$ cat src/rtl/ppo_pkg.sv
// Shared types and constants of the payload pattern overwrite unit.
// Used by every module under rtl; depends on nothing else.
package ppo_pkg;

	localparam int BYTE_W    = 8;
	localparam int CFG_W     = 64;
	localparam int LEN_W     = 4;
	localparam int COUNT_W   = 16;
	localparam int RPOS_W    = 3;
	localparam int CFG_IDX_W = 2;
	localparam int TDATA_W   = 32;
	localparam int TUSER_W   = 1;

	localparam logic [COUNT_W-1:0] COUNT_MAX = {COUNT_W{1'b1}};

	// Configuration register indexes.
	typedef enum logic [CFG_IDX_W-1:0] {
		CFG_MATCH_BYTES    = 2'd0,
		CFG_MATCH_LENGTH   = 2'd1,
		CFG_REPLACE_BYTES  = 2'd2,
		CFG_REPLACE_LENGTH = 2'd3
	} cfg_reg_t;

	// Per-cell control: shift toward the head, or load the incoming byte.
	typedef struct packed {
		logic shift;
		logic load;
	} cell_ctrl_t;

	// One result item on its way to the output port.
	typedef struct packed {
		logic               any_rewrite;
		logic [COUNT_W-1:0] count;
		logic               last;
		logic               rewritten;
		logic [BYTE_W-1:0]  data;
	} out_item_t;

	function automatic logic [BYTE_W-1:0] byte_of(input logic [CFG_W-1:0] word,
			input logic [RPOS_W-1:0] k);
		byte_of = word[k*BYTE_W +: BYTE_W];
	endfunction

endpackage

$ cat src/rtl/ppo_cell.sv
// One cell of the lookahead window: holds a byte and compares it with its
// match-string byte. Depends on ppo_pkg.
module ppo_cell (
	input  logic                          clk,
	input  ppo_pkg::cell_ctrl_t           ctrl,
	input  logic [ppo_pkg::BYTE_W-1:0]    in_byte,
	input  logic [ppo_pkg::BYTE_W-1:0]    next_byte,
	input  logic [ppo_pkg::BYTE_W-1:0]    pat_byte,
	output logic [ppo_pkg::BYTE_W-1:0]    cell_byte,
	output logic                          eq
);

	logic [ppo_pkg::BYTE_W-1:0] byte_q;

	always_ff @(posedge clk) begin
		if (ctrl.load) begin
			byte_q <= in_byte;
		end else if (ctrl.shift) begin
			byte_q <= next_byte;
		end
	end

	assign cell_byte = byte_q;
	assign eq        = (byte_q == pat_byte);

endmodule

$ cat src/rtl/ppo_out_buf.sv
// Two-entry output buffer that decouples the window engine from the
// master stream. Depends on ppo_pkg.
module ppo_out_buf (
	input  logic                  clk,
	input  logic                  arst_n,
	input  logic                  push,
	input  ppo_pkg::out_item_t    item,
	output logic                  space,
	output logic                  out_valid,
	input  logic                  out_ready,
	output ppo_pkg::out_item_t    out_item
);

	ppo_pkg::out_item_t entry0_q;
	ppo_pkg::out_item_t entry1_q;
	logic [1:0]         cnt_q;
	logic               pop;

	assign out_valid = (cnt_q != 2'd0);
	assign out_item  = entry0_q;
	assign space     = (cnt_q != 2'd2);
	assign pop       = out_valid && out_ready;

	always_ff @(posedge clk or negedge arst_n) begin
		if (!arst_n) begin
			cnt_q <= 2'd0;
		end else if (push && !pop) begin
			cnt_q <= cnt_q + 2'd1;
		end else if (!push && pop) begin
			cnt_q <= cnt_q - 2'd1;
		end
	end

	always_ff @(posedge clk) begin
		if (push && pop) begin
			// Push only happens with room, so the buffer held one item.
			entry0_q <= item;
		end else if (push) begin
			if (cnt_q == 2'd0) begin
				entry0_q <= item;
			end else begin
				entry1_q <= item;
			end
		end else if (pop) begin
			entry0_q <= entry1_q;
		end
	end

endmodule

$ cat src/rtl/payload_pattern_overwrite_unit.sv
// Payload pattern overwrite unit: bytes stream in on the slave side and leave
// on the master side in the same order, with every non-overlapping hit of the
// match string (scanned left to right on original bytes) overwritten by the
// replacement string. The window is a row of MAX_PATTERN_BYTES cells that
// shift toward the head; one byte is decided per cycle while the output buffer
// has space, and a hit emits its first replacement byte in the same cycle, so
// the unit takes and gives one item per cycle in steady state. A byte leaves
// once max(match_length, replace_length) bytes are held; after the final byte
// of a payload the held bytes drain at one per cycle, as buffer space allows,
// while input is held off. The last item of a payload carries the saturating
// count of rewritten bytes. An input item waits in the window until enough
// bytes are held, then passes through the output buffer. Configuration must
// be written only between items; the unit itself does not enforce this.
module payload_pattern_overwrite_unit #(
	parameter int MAX_PATTERN_BYTES = 8
) (
	input  logic                               clk,
	input  logic                               arst_n,
	input  logic                               cfg_we,
	input  logic [ppo_pkg::CFG_IDX_W-1:0]      cfg_index,
	input  logic [ppo_pkg::CFG_W-1:0]          cfg_data,
	input  logic                               s_axis_tvalid,
	output logic                               s_axis_tready,
	input  logic [ppo_pkg::BYTE_W-1:0]         s_axis_tdata,   // [7:0] in_byte
	input  logic                               s_axis_tlast,
	output logic                               m_axis_tvalid,
	input  logic                               m_axis_tready,
	// [7:0] out_byte, [23:8] rewritten_count, [24] any_rewrite, rest zero
	output logic [ppo_pkg::TDATA_W-1:0]        m_axis_tdata,
	output logic [ppo_pkg::TUSER_W-1:0]        m_axis_tuser,   // [0] out_rewritten
	output logic                               m_axis_tlast
);

	localparam int FILL_W = $clog2(MAX_PATTERN_BYTES + 1);
	localparam int BW     = ppo_pkg::BYTE_W;
	localparam int LW     = ppo_pkg::LEN_W;
	localparam int CW     = ppo_pkg::COUNT_W;
	localparam int RW     = ppo_pkg::RPOS_W;

	// Configuration registers.
	logic [ppo_pkg::CFG_W-1:0] match_bytes_q;
	logic [LW-1:0]             match_length_q;
	logic [ppo_pkg::CFG_W-1:0] replace_bytes_q;
	logic [LW-1:0]             replace_length_q;

	always_ff @(posedge clk or negedge arst_n) begin
		if (!arst_n) begin
			match_bytes_q    <= '0;
			match_length_q   <= LW'(1);
			replace_bytes_q  <= '0;
			replace_length_q <= LW'(1);
		end else if (cfg_we) begin
			unique case (ppo_pkg::cfg_reg_t'(cfg_index))
				ppo_pkg::CFG_MATCH_BYTES:    match_bytes_q    <= cfg_data;
				ppo_pkg::CFG_MATCH_LENGTH:   match_length_q   <= cfg_data[LW-1:0];
				ppo_pkg::CFG_REPLACE_BYTES:  replace_bytes_q  <= cfg_data;
				ppo_pkg::CFG_REPLACE_LENGTH: replace_length_q <= cfg_data[LW-1:0];
				default: ;
			endcase
		end
	end

	// Scan state.
	logic [FILL_W-1:0] fill_q;
	logic [LW-1:0]     ow_rem_q;
	logic [RW-1:0]     rpos_q;
	logic [CW-1:0]     total_q;
	logic              last_q;

	logic [LW-1:0] ml, rl, need, fill_ext, hit_len;
	logic          space, decide_ok, head_hit, emit, accept, final_emit;
	logic [FILL_W-1:0] load_idx;
	logic [CW:0]       sum;
	logic [CW-1:0]     total_next;
	ppo_pkg::out_item_t item, out_item;

	logic [BW-1:0]                cell_byte [MAX_PATTERN_BYTES];
	logic [MAX_PATTERN_BYTES-1:0] cell_eq;
	logic [MAX_PATTERN_BYTES-1:0] cmp_ok;

	// Lengths of zero count as one, lengths beyond the window as the window.
	always_comb begin
		ml = match_length_q;
		if (match_length_q == '0) begin
			ml = LW'(1);
		end else if (match_length_q > LW'(MAX_PATTERN_BYTES)) begin
			ml = LW'(MAX_PATTERN_BYTES);
		end
		rl = replace_length_q;
		if (replace_length_q == '0) begin
			rl = LW'(1);
		end else if (replace_length_q > LW'(MAX_PATTERN_BYTES)) begin
			rl = LW'(MAX_PATTERN_BYTES);
		end
		need = (ml > rl) ? ml : rl;
	end

	assign fill_ext  = LW'(fill_q);
	assign decide_ok = last_q || (fill_ext >= need);
	assign head_hit  = (fill_ext >= ml) && (&cmp_ok);
	assign hit_len   = (fill_ext < rl) ? ml : rl;

	assign emit          = space && (fill_q != '0) && ((ow_rem_q != '0) || decide_ok);
	assign final_emit    = emit && last_q && (fill_q == FILL_W'(1));
	assign s_axis_tready = !last_q && ((fill_q < FILL_W'(MAX_PATTERN_BYTES)) || emit);
	assign accept        = s_axis_tvalid && s_axis_tready;
	assign load_idx      = fill_q - FILL_W'(emit);

	// A hit adds its length to the saturating total in the cycle it is found.
	always_comb begin
		sum = {1'b0, total_q} + (CW+1)'(hit_len);
		total_next = total_q;
		if (emit && (ow_rem_q == '0) && head_hit) begin
			total_next = sum[CW] ? ppo_pkg::COUNT_MAX : sum[CW-1:0];
		end
	end

	always_comb begin
		item = '0;
		if (ow_rem_q != '0) begin
			item.data      = ppo_pkg::byte_of(replace_bytes_q, rpos_q);
			item.rewritten = 1'b1;
		end else if (head_hit) begin
			item.data      = ppo_pkg::byte_of(replace_bytes_q, '0);
			item.rewritten = 1'b1;
		end else begin
			item.data      = cell_byte[0];
			item.rewritten = 1'b0;
		end
		if (final_emit) begin
			item.last        = 1'b1;
			item.count       = total_next;
			item.any_rewrite = (total_next != '0);
		end
	end

	always_ff @(posedge clk or negedge arst_n) begin
		if (!arst_n) begin
			fill_q   <= '0;
			ow_rem_q <= '0;
			rpos_q   <= '0;
			total_q  <= '0;
			last_q   <= 1'b0;
		end else if (final_emit) begin
			fill_q   <= '0;
			ow_rem_q <= '0;
			rpos_q   <= '0;
			total_q  <= '0;
			last_q   <= 1'b0;
		end else begin
			fill_q  <= load_idx + FILL_W'(accept);
			total_q <= total_next;
			if (accept && s_axis_tlast) begin
				last_q <= 1'b1;
			end
			if (emit) begin
				if (ow_rem_q != '0) begin
					ow_rem_q <= ow_rem_q - LW'(1);
					rpos_q   <= rpos_q + RW'(1);
				end else if (head_hit) begin
					ow_rem_q <= hit_len - LW'(1);
					rpos_q   <= RW'(1);
				end
			end
		end
	end

	// Row of window cells; cell 0 holds the oldest byte.
	for (genvar i = 0; i < MAX_PATTERN_BYTES; i++) begin : g_cell
		ppo_pkg::cell_ctrl_t ctrl;
		logic [BW-1:0]       next_byte;

		assign ctrl.shift = emit;
		assign ctrl.load  = accept && (load_idx == FILL_W'(i));
		if (i == MAX_PATTERN_BYTES - 1) begin : g_tail
			assign next_byte = '0;
		end else begin : g_mid
			assign next_byte = cell_byte[i+1];
		end
		// Cells beyond the match length do not take part in the compare.
		assign cmp_ok[i] = cell_eq[i] || (LW'(i) >= ml);

		ppo_cell u_cell (
			.clk       (clk),
			.ctrl      (ctrl),
			.in_byte   (s_axis_tdata),
			.next_byte (next_byte),
			.pat_byte  (match_bytes_q[i*BW +: BW]),
			.cell_byte (cell_byte[i]),
			.eq        (cell_eq[i])
		);
	end

	ppo_out_buf u_out_buf (
		.clk       (clk),
		.arst_n    (arst_n),
		.push      (emit),
		.item      (item),
		.space     (space),
		.out_valid (m_axis_tvalid),
		.out_ready (m_axis_tready),
		.out_item  (out_item)
	);

	assign m_axis_tdata = ppo_pkg::TDATA_W'({out_item.any_rewrite, out_item.count,
		out_item.data});
	assign m_axis_tuser = ppo_pkg::TUSER_W'(out_item.rewritten);
	assign m_axis_tlast = out_item.last;

endmodule

$ cat config.mk
export PLATFORM = sky130hd
export DESIGN_NAME = payload_pattern_overwrite_unit
export DESIGN_NICKNAME = d
export VERILOG_FILES = /design/src/rtl/ppo_pkg.sv /design/src/rtl/ppo_cell.sv /design/src/rtl/ppo_out_buf.sv /design/src/rtl/payload_pattern_overwrite_unit.sv
export SDC_FILE = /design/constraint.sdc
export NUM_CORES = 1
export LEC_CHECK = 0
export ABC_CLOCK_PERIOD_IN_PS = 7850
export BUFFER_PORTS_ARGS = -buffer_cell sky130_fd_sc_hd__buf_2
export CAP_MARGIN = 20
export CORE_UTILIZATION = 54
export CTS_CLUSTER_SIZE = 20
export DETAILED_ROUTE_END_ITERATION = 10
export HOLD_SLACK_MARGIN = 0.15
export PLACE_DENSITY = 0.73
export SETUP_SLACK_MARGIN = 0.15
export SYNTH_ARGS = -nofsm -noshare
export SYNTH_HDL_FRONTEND = slang
export SYNTH_SLANG_ARGS = --single-unit
$ cat constraint.sdc
create_clock -name clk -period 7.85 [get_ports clk]
set_input_delay 1.57 -clock clk [delete_from_list [all_inputs] [get_ports clk]]
set_output_delay 1.57 -clock clk [all_outputs]
set_load 0.005 [all_outputs]
==> results.sh, run 1 <==
export IMPL_grt_first_pass_wirelength_um=49500
export IMPL_post_synth_top_area_fraction=0.299
export IMPL_clk_insertion_delay_late_ns=0.57
export IMPL_post_synth_mux_area_share=0.207
export IMPL_postSynthRegisterBits=284
export IMPL_drtIter0Drc=559
export IMPL_cts_made_buffers=29
export IMPL_synth_enable_flop_cells=118
export IMPL_design_portCount=116
export IMPL_cts_hold_buffers_added=0
export IMPL_number_of_clock_sinks_seen_by_cts=284
export IMPL_tritoncts_clock_tree="built"
export IMPL_floorplan_die_area_um2=26000
export IMPL_finalWorstPathRequiredPeriod_ns=6.52
export IMPL_worst_slew_pin_transition_ns=0.949
export IMPL_diodes_inserted=0
export IMPL_max_clock_path_buffers=3
export IMPL_core_area_um2=24600
export IMPL_detail_route_antenna_nets=0
export IMPL_post_cts_resize_count=0
export IMPL_timing_final_max_slew_violations=0
export IMPL_synthesis_area_um2=13700
export IMPL_cts_reportedPaths_clkPinSlew_ns=0.06
export IMPL_synth_xor_area_frac=0.0479
export IMPL_maxCapViolCount=0
export IMPL_post_synth_top_count_cell="sky130_fd_sc_hd__mux2_2"
export IMPL_synth_compound_gate_area_share=0.0539
export IMPL_postSynth_topFlopCell="sky130_fd_sc_hd__dfrtp_1"
export IMPL_ir_drop_uv=232
export IMPL_io_buffer_count=108
export IMPL_detailroute_via_count=8391
export IMPL_globalRoute_totalOverflow=0
export IMPL_start_kind="flip-flop"
export IMPL_fin_ws_ns=1.33
export IMPL_route_final_wire_length_um=31700
export IMPL_maximum_number_of_pins_on_one_net_before_global_route_repair=97
export IMPL_die_height_um=161
export IMPL_number_of_global_route_vias_before_repair=8649
export IMPL_synth_cells=999
export IMPL_dr_pass1_iters=7
export IMPL_die_width_um=161
export IMPL_synth_top_cells_by_count="sky130_fd_sc_hd__mux2_2 (203), sky130_fd_sc_hd__dfrtp_1 (164), sky130_fd_sc_hd__edfxtp_1 (118)"
export IMPL_crit_required_ns=8.10
export IMPL_cts_post_setup_buffers_inserted=0
export IMPL_syn_area_per_cell_um2=13.7
export IMPL_static_leakage_power_nw=6.50
export IMPL_rsz0062_at_grt="false"
export IMPL_gr_usage_all_layers=0.252
export IMPL_clk_root_buffer_cell="sky130_fd_sc_hd__clkbuf_16"
export IMPL_detail_route_drc_violations=0
export IMPL_final_layout_size_suffix_gt1_frac=0.369
export IMPL_post_synth_top_area_cell="sky130_fd_sc_hd__dfrtp_1"
export IMPL_synthArstFlopShare=0.585
export IMPL_final_hold_viol_count=0
export IMPL_setup_total_negative_slack_ns=0
export IMPL_status="complete, no violations"
export IMPL_globalplace_congestion=0.872
export IMPL_synth_adder_area_share=0.0261
export IMPL_final_net_count=1218
export IMPL_vias_per_cell=5.76
export IMPL_layout_area_overhead_vs_synth_pct=13.8
export IMPL_floorplan_rows=57
export IMPL_cts_htree_levels=1
export IMPL_hold_ws_ns=0.501
export IMPL_setup_clock_skew_after_layout_ns=0.0175
export IMPL_netlist_top_cells_area="sky130_fd_sc_hd__dfrtp_1 (30%), sky130_fd_sc_hd__edfxtp_1 (26%), sky130_fd_sc_hd__mux2_2 (17%)"
export IMPL_routed_wire_length_per_instance_um=21.8
export IMPL_detailedPlacementHpwl_um=22900
export IMPL_crit_arrival_ns=6.77
export IMPL_max_freq_mhz=153
export IMPL_synth_top_family_by_area="multiplexers"
export IMPL_initial_core_utilization=0.557
export IMPL_synthSimpleGateAreaFrac=0.0822
export IMPL_synth_warnings=0
export IMPL_slew_limit_headroom=0.367
export IMPL_min_path_type="flip-flop to flip-flop"
export IMPL_critPathCaptureType="flip-flop"
export IMPL_netlist_cell_type_count=70
export IMPL_timing_final_crit_share=0.830
export IMPL_synth_sequential_area_ratio=0.561
export IMPL_critical_path_max_fanout=12
export IMPL_powerDensity_nw_per_um2=395
export IMPL_setup_violations=0
export IMPL_path_class="flip-flop to flip-flop"
export IMPL_initial_antenna_violation_count=0
export IMPL_post_place_ws_ns=1.48
-- worst max-delay path: stages (launching register included) --
cell and delay [ns]:
sky130_fd_sc_hd__dfrtp_1 0.49, sky130_fd_sc_hd__clkinv_1 0.27, sky130_fd_sc_hd__nand2_1 0.20, sky130_fd_sc_hd__inv_1 0.06
sky130_fd_sc_hd__ha_1 0.30, sky130_fd_sc_hd__nor2b_1 0.13, sky130_fd_sc_hd__o21ai_0 0.15, sky130_fd_sc_hd__nand2b_1 0.08
sky130_fd_sc_hd__a21oi_1 0.14, sky130_fd_sc_hd__a41o_1 0.25, sky130_fd_sc_hd__mux2i_1 0.23, sky130_fd_sc_hd__ha_1 0.24
sky130_fd_sc_hd__nand2b_1 0.15, sky130_fd_sc_hd__a211oi_1 0.32, sky130_fd_sc_hd__o21ai_2 0.16, sky130_fd_sc_hd__o21ai_1 0.27
sky130_fd_sc_hd__nand2b_1 0.52, sky130_fd_sc_hd__inv_2 0.24, sky130_fd_sc_hd__ha_1 0.26, sky130_fd_sc_hd__nand2_1 0.08
sky130_fd_sc_hd__xor2_1 0.30, sky130_fd_sc_hd__nand3_2 0.23, sky130_fd_sc_hd__nor3_1 0.76, sky130_fd_sc_hd__or2_2 0.37
-- state kept, by name (all words and copies together) (netlist names) --
name,flops
u_out_buf.cnt_q,2
rpos_q,3
last_q,1
match_bytes_q,64
match_length_q,4
replace_length_q,4
replace_bytes_q,64
ow_rem_q,4
u_out_buf.out_item,27
fill_ext,4
u_out_buf.entry1_q,27
g_cell.u_cell.cell_byte,64
total_q,16
-- stage by stage --
stage,total power [W],std cells,area (µm²),util
after floorplan,0.00401,1005,13700,-
after global placement,0.00466,1402,14600,0.592
after detailed placement,0.00472,1402,14600,0.592
after CTS,0.00619,1456,15600,0.633
after global routing,0.00649,1457,15600,0.634
final,0.00616,1457,15600,0.634
-- metal layers --
metal  GRT usage  share of wire
met1       0.339           0.42
met2       0.429           0.50
met3      0.0354          0.053
met4      0.0729          0.027
met5           0              0
-- cell usage in the layout, fill, tap and decap left out, drive strengths merged, types with 13 or more instances in the layout --
master / instances
o21ai: 16
mux4: 16
nand4: 20
a21o: 21
nor2: 51
nor3: 14
edfxtp: 118
inv: 22
buf: 118
dfrtp: 164
xnor2: 62
mux2i: 19
nand2: 37
clkbuf: 42
a21oi: 25
ha: 27
and2: 14
xor2: 13
mux2: 203
-- worst paths after layout --
kind                            depth (start not counted)                            end  slack, ns                 from
max in group asynchronous                               2                     total_q[1]       5.28               arst_n
worst min-delay path                                    1            replace_bytes_q[17]       0.50  replace_bytes_q[17]
worst min register to register                          1            replace_bytes_q[17]       0.50  replace_bytes_q[17]
min in group asynchronous                               1             replace_bytes_q[1]       1.12               arst_n
worst max register to register                         23  g_cell[7].u_cell.cell_byte[6]       1.33    match_length_q[3]
worst max-delay path                                   23  g_cell[7].u_cell.cell_byte[6]       1.33    match_length_q[3]
-- power breakdown --
part	internal [W]	total (W)	switching (W)
Combinational	0.000936	0.00205	0.00112
Clock	0.000870	0.00146	0.000587
Sequential	0.00226	0.00265	0.000391
Total	0.00407	0.00616	0.00209
-- layout make-up --
cell class | instances | area [µm²]
Clock inverter | 12 | 156
Fill cell | 1873 | 9000
Sequential cell | 284 | 7700
Clock buffer | 42 | 867
Inverter | 21 | 78.8
Multi-Input combinational cell | 656 | 5760
Tap cell | 324 | 405
Timing Repair Buffer | 118 | 629
-- logic make-up (layout without fill, tap and decap cells) --
group                    after synthesis  in the layout
XOR/XNOR                              75             75
buffers and inverters                 65            193
adder cells (fa/ha/maj)               28             28
AO/OA/AOI/OAI                        103            103
other                                  1              7
AND/OR/NAND/NOR                      205            205
flip-flops                           284            284
multiplexers                         238            238
Power figures use the tool's default switching activity.
==> run 2, diff against run 1 <==
--- a/config.mk
+++ b/config.mk
@@ -5,7 +5,8 @@
 export SDC_FILE = /design/constraint.sdc
 export NUM_CORES = 1
 export LEC_CHECK = 0
-export ABC_CLOCK_PERIOD_IN_PS = 7850
+export ABC_AREA = 1
+export ABC_CLOCK_PERIOD_IN_PS = 6100
 export BUFFER_PORTS_ARGS = -buffer_cell sky130_fd_sc_hd__buf_2
 export CAP_MARGIN = 20
 export CORE_UTILIZATION = 54
==> constraint.sdc (replaced) <==
create_clock -name clk -period 6.1 [get_ports clk]
set_input_delay 1.22 -clock clk [delete_from_list [all_inputs] [get_ports clk]]
set_output_delay 1.22 -clock clk [all_outputs]
set_load 0.005 [all_outputs]
==> run 2 against run 1 <==
  * Die area grew 1.3%
  * Flip-flop and latch count is the same
  * Utilization shrank 1.3 points
  * Sequential power shrank 14%
  * Worst setup slack lost 0.25 ns
==> results.sh, run 2 <==
export IMPL_status="complete, no violations"
export IMPL_io_buffer_count=108
export IMPL_num_fill_cells=2152
export IMPL_critPathSlowestCell="sky130_fd_sc_hd__dfrtp_1"
export IMPL_clk_root_buffer_cell="sky130_fd_sc_hd__clkbuf_16"
export IMPL_slowest_delay_ns=0.53
export IMPL_cts_made_buffers=28
export IMPL_grt_first_pass_wirelength_um=53700
export IMPL_setup_total_negative_slack_ns=0
export IMPL_postSynth_topFlopCell="sky130_fd_sc_hd__dfrtp_1"
export IMPL_vias_per_cell=5.45
export IMPL_floorplan_rows=58
export IMPL_route_final_wire_length_um=33800
export IMPL_number_of_global_route_vias_before_repair=10259
export IMPL_min_path_type="flip-flop to flip-flop"
export IMPL_detail_route_drc_violations=0
export IMPL_synth_cells=1566
export IMPL_synthArstFlopShare=0.585
export IMPL_slew_limit_headroom=0.517
export IMPL_stdcell_count=2005
export IMPL_cts_reportedPaths_clkPinSlew_ns=0.06
export IMPL_timing_final_max_slew_violations=0
export IMPL_globalRoute_totalOverflow=0
export IMPL_initial_core_utilization=0.552
export IMPL_initial_antenna_violation_count=0
export IMPL_static_leakage_power_nw=7.29
export IMPL_post_cts_resize_count=0
export IMPL_detailedPlacementHpwl_um=24200
export IMPL_detail_route_antenna_nets=0
export IMPL_max_freq_mhz=199
export IMPL_netlist_top_cells_area="sky130_fd_sc_hd__dfrtp_1 (30%), sky130_fd_sc_hd__edfxtp_1 (26%), sky130_fd_sc_hd__nand2_1 (11%)"
export IMPL_clk_insertion_delay_late_ns=0.55
export IMPL_synth_top_cells_by_count="sky130_fd_sc_hd__nand2_1 (398), sky130_fd_sc_hd__o21ai_0 (264), sky130_fd_sc_hd__dfrtp_1 (164)"
export IMPL_final_hold_viol_count=0
export IMPL_detailroute_via_count=10918
export IMPL_start_kind="flip-flop"
export IMPL_postSynthRegisterBits=284
export IMPL_number_of_clock_sinks_seen_by_cts=284
export IMPL_cts_post_setup_buffers_inserted=0
export IMPL_layout_commonest_cell="sky130_fd_sc_hd__nand2_1"
export IMPL_tritoncts_clock_tree="built"
export IMPL_path_class="flip-flop to output port"
export IMPL_setup_violations=0
export IMPL_synth_warnings=0
export IMPL_ir_drop_uv=234
export IMPL_synth_enable_flop_cells=118
export IMPL_cts_htree_levels=1
export IMPL_synthesis_area_um2=13900
export IMPL_finalWorstPathRequiredPeriod_ns=5.02
export IMPL_netlist_cell_type_count=45
export IMPL_rr_worst_depth=21
export IMPL_core_area_um2=25200
export IMPL_die_width_um=162
export IMPL_die_height_um=162
export IMPL_diodes_inserted=0
export IMPL_crit_arrival_ns=3.80
export IMPL_drtIter0Drc=1023
export IMPL_setup_clock_skew_after_layout_ns=0.0170
export IMPL_dr_pass1_iters=5
export IMPL_powerDensity_nw_per_um2=290
export IMPL_regToRegStartpoint="match_length_q[3]"
export IMPL_maxCapViolCount=0
export IMPL_syn_area_per_cell_um2=8.87
export IMPL_most_common_layout_cells="sky130_fd_sc_hd__nand2_1 (396), sky130_fd_sc_hd__o21ai_0 (263), sky130_fd_sc_hd__dfrtp_1 (164)"
export IMPL_maximum_number_of_pins_on_one_net_before_global_route_repair=129
export IMPL_rsz0062_at_grt="false"
export IMPL_post_synth_top_area_cell="sky130_fd_sc_hd__dfrtp_1"
export IMPL_floorplan_die_area_um2=26400
export IMPL_synth_sequential_area_ratio=0.554
export IMPL_timing_final_crit_share=0.823
export IMPL_max_clock_path_buffers=3
export IMPL_gr_usage_all_layers=0.262
export IMPL_worst_slew_pin_transition_ns=0.722
export IMPL_worst_hold_start="replace_bytes_q[50]"
export IMPL_cts_hold_buffers_added=0
export IMPL_path_cells="inv_1 -> a21oi_1 -> ha_1 -> inv_1 -> a21oi_1 -> o21ai_0 -> nand2_1 -> inv_1 -> nor2_1 -> o21bai_1 -> ha_1 -> a21oi_1 -> nand4_1 -> o21a_2 -> inv_2 -> a21oi_2 -> buf_2"
export IMPL_design_portCount=116
export IMPL_routed_wire_length_per_instance_um=16.9
export IMPL_layout_area_overhead_vs_synth_pct=12.6
export IMPL_post_synth_top_count_cell="sky130_fd_sc_hd__nand2_1"
export IMPL_globalplace_congestion=0.918
export IMPL_critPathCaptureType="output port"
export IMPL_instance_count_after_placement_with_tap_cells_included=1950
export IMPL_timing_hold_worst_path_depth=2
export IMPL_post_synth_top_area_fraction=0.295
export IMPL_setup_worst_path_start="match_length_q[3]"
export IMPL_fin_total_pwr_w=0.00454
export IMPL_crit_required_ns=4.88
export IMPL_final_net_count=1761
export IMPL_critical_path_max_fanout=11
export IMPL_final_layout_size_suffix_gt1_frac=0.121
run 2: cell count changes after synthesis, sizes merged, moves of 16 or more:
cell / previous run / this run
mux2: 203 / 0
o21ai: 16 / 271
nor2: 51 / 145
inv: 19 / 161
mux2i: 19 / 0
nand2: 37 / 408
nand3: 12 / 33
a21o: 21 / 0
clkbuf: 29 / 55
mux4: 16 / 0
run 2: stage by stage:
| stage | setup WS, ns | hold slack [ns] | utilization | instance area (µm²) |
|---|---|---|---|---|
| after floorplan | 1.12 | 0.448 | - | 13900 |
| after CTS | 1.09 | 0.484 | 0.618 | 15600 |
| after detailed placement | 1.24 | 0.468 | 0.582 | 14700 |
| after global routing | 0.737 | 0.506 | 0.621 | 15600 |
| final | 1.08 | 0.482 | 0.621 | 15600 |
| after global placement | 1.46 | 0.462 | 0.582 | 14700 |
run 2: routing by layer:
metal,global-route usage,part of all wire,vias up
met4,0.0780,0.027,0
met2,0.433,0.48,417
met5,0,0,-
met3,0.0354,0.065,67
met1,0.360,0.43,5153
li1,-,-,5281
run 2: final timing paths:
path | end | slack (ns)
min in group asynchronous | total_q[9] | 0.66
min | replace_bytes_q[50] | 0.48
min reg2reg | replace_bytes_q[50] | 0.48
max in group asynchronous | match_bytes_q[39] | 4.34
max | s_axis_tready | 1.08
max reg2reg | g_cell[7].u_cell.cell_byte[2] | 1.11
run 2: critical path: cells and delay by family, from the launching register on:
family / cells / cell delay [ns]
AND/OR/NAND/NOR: 3 / 0.38
buffers and inverters: 5 / 0.72
flip-flops: 1 / 0.53
adder cells (fa/ha/maj): 2 / 0.48
AO/OA/AOI/OAI: 7 / 1.14
run 2: report_power, final:
group          leakage [nW]  internal, W  switching [W]
combinational          4.01     0.000228       0.000354
sequential             2.84      0.00215       0.000120
clock                 0.444     0.000949       0.000730
total                  7.29      0.00333        0.00120
run 2: final cells by class:
class	instances	area, µm²	share of cell area
Tap cell	330	413	0.0264
Inverter	163	612	0.0391
Clock inverter	15	110	0.00704
Sequential cell	284	7700	0.492
Multi-Input combinational cell	1054	5310	0.339
Clock buffer	37	786	0.0502
Timing Repair Buffer	122	712	0.0455
run 2: cell families (layout without fill, tap and decap cells):
| kind of cell | count (synthesis) | after routing | share of synthesized area |
|---|---|---|---|
| AOI/OAI and AO/OA | 333 | 333 | 0.128 |
| xor gates and xnor gates | 69 | 69 | 0.0435 |
| adders and majority gates | 28 | 28 | 0.0258 |
| other | 1 | 7 | 0.000270 |
| buffers and inverters | 234 | 337 | 0.0669 |
| DFF | 284 | 284 | 0.554 |
| and+or+nand+nor | 617 | 617 | 0.182 |
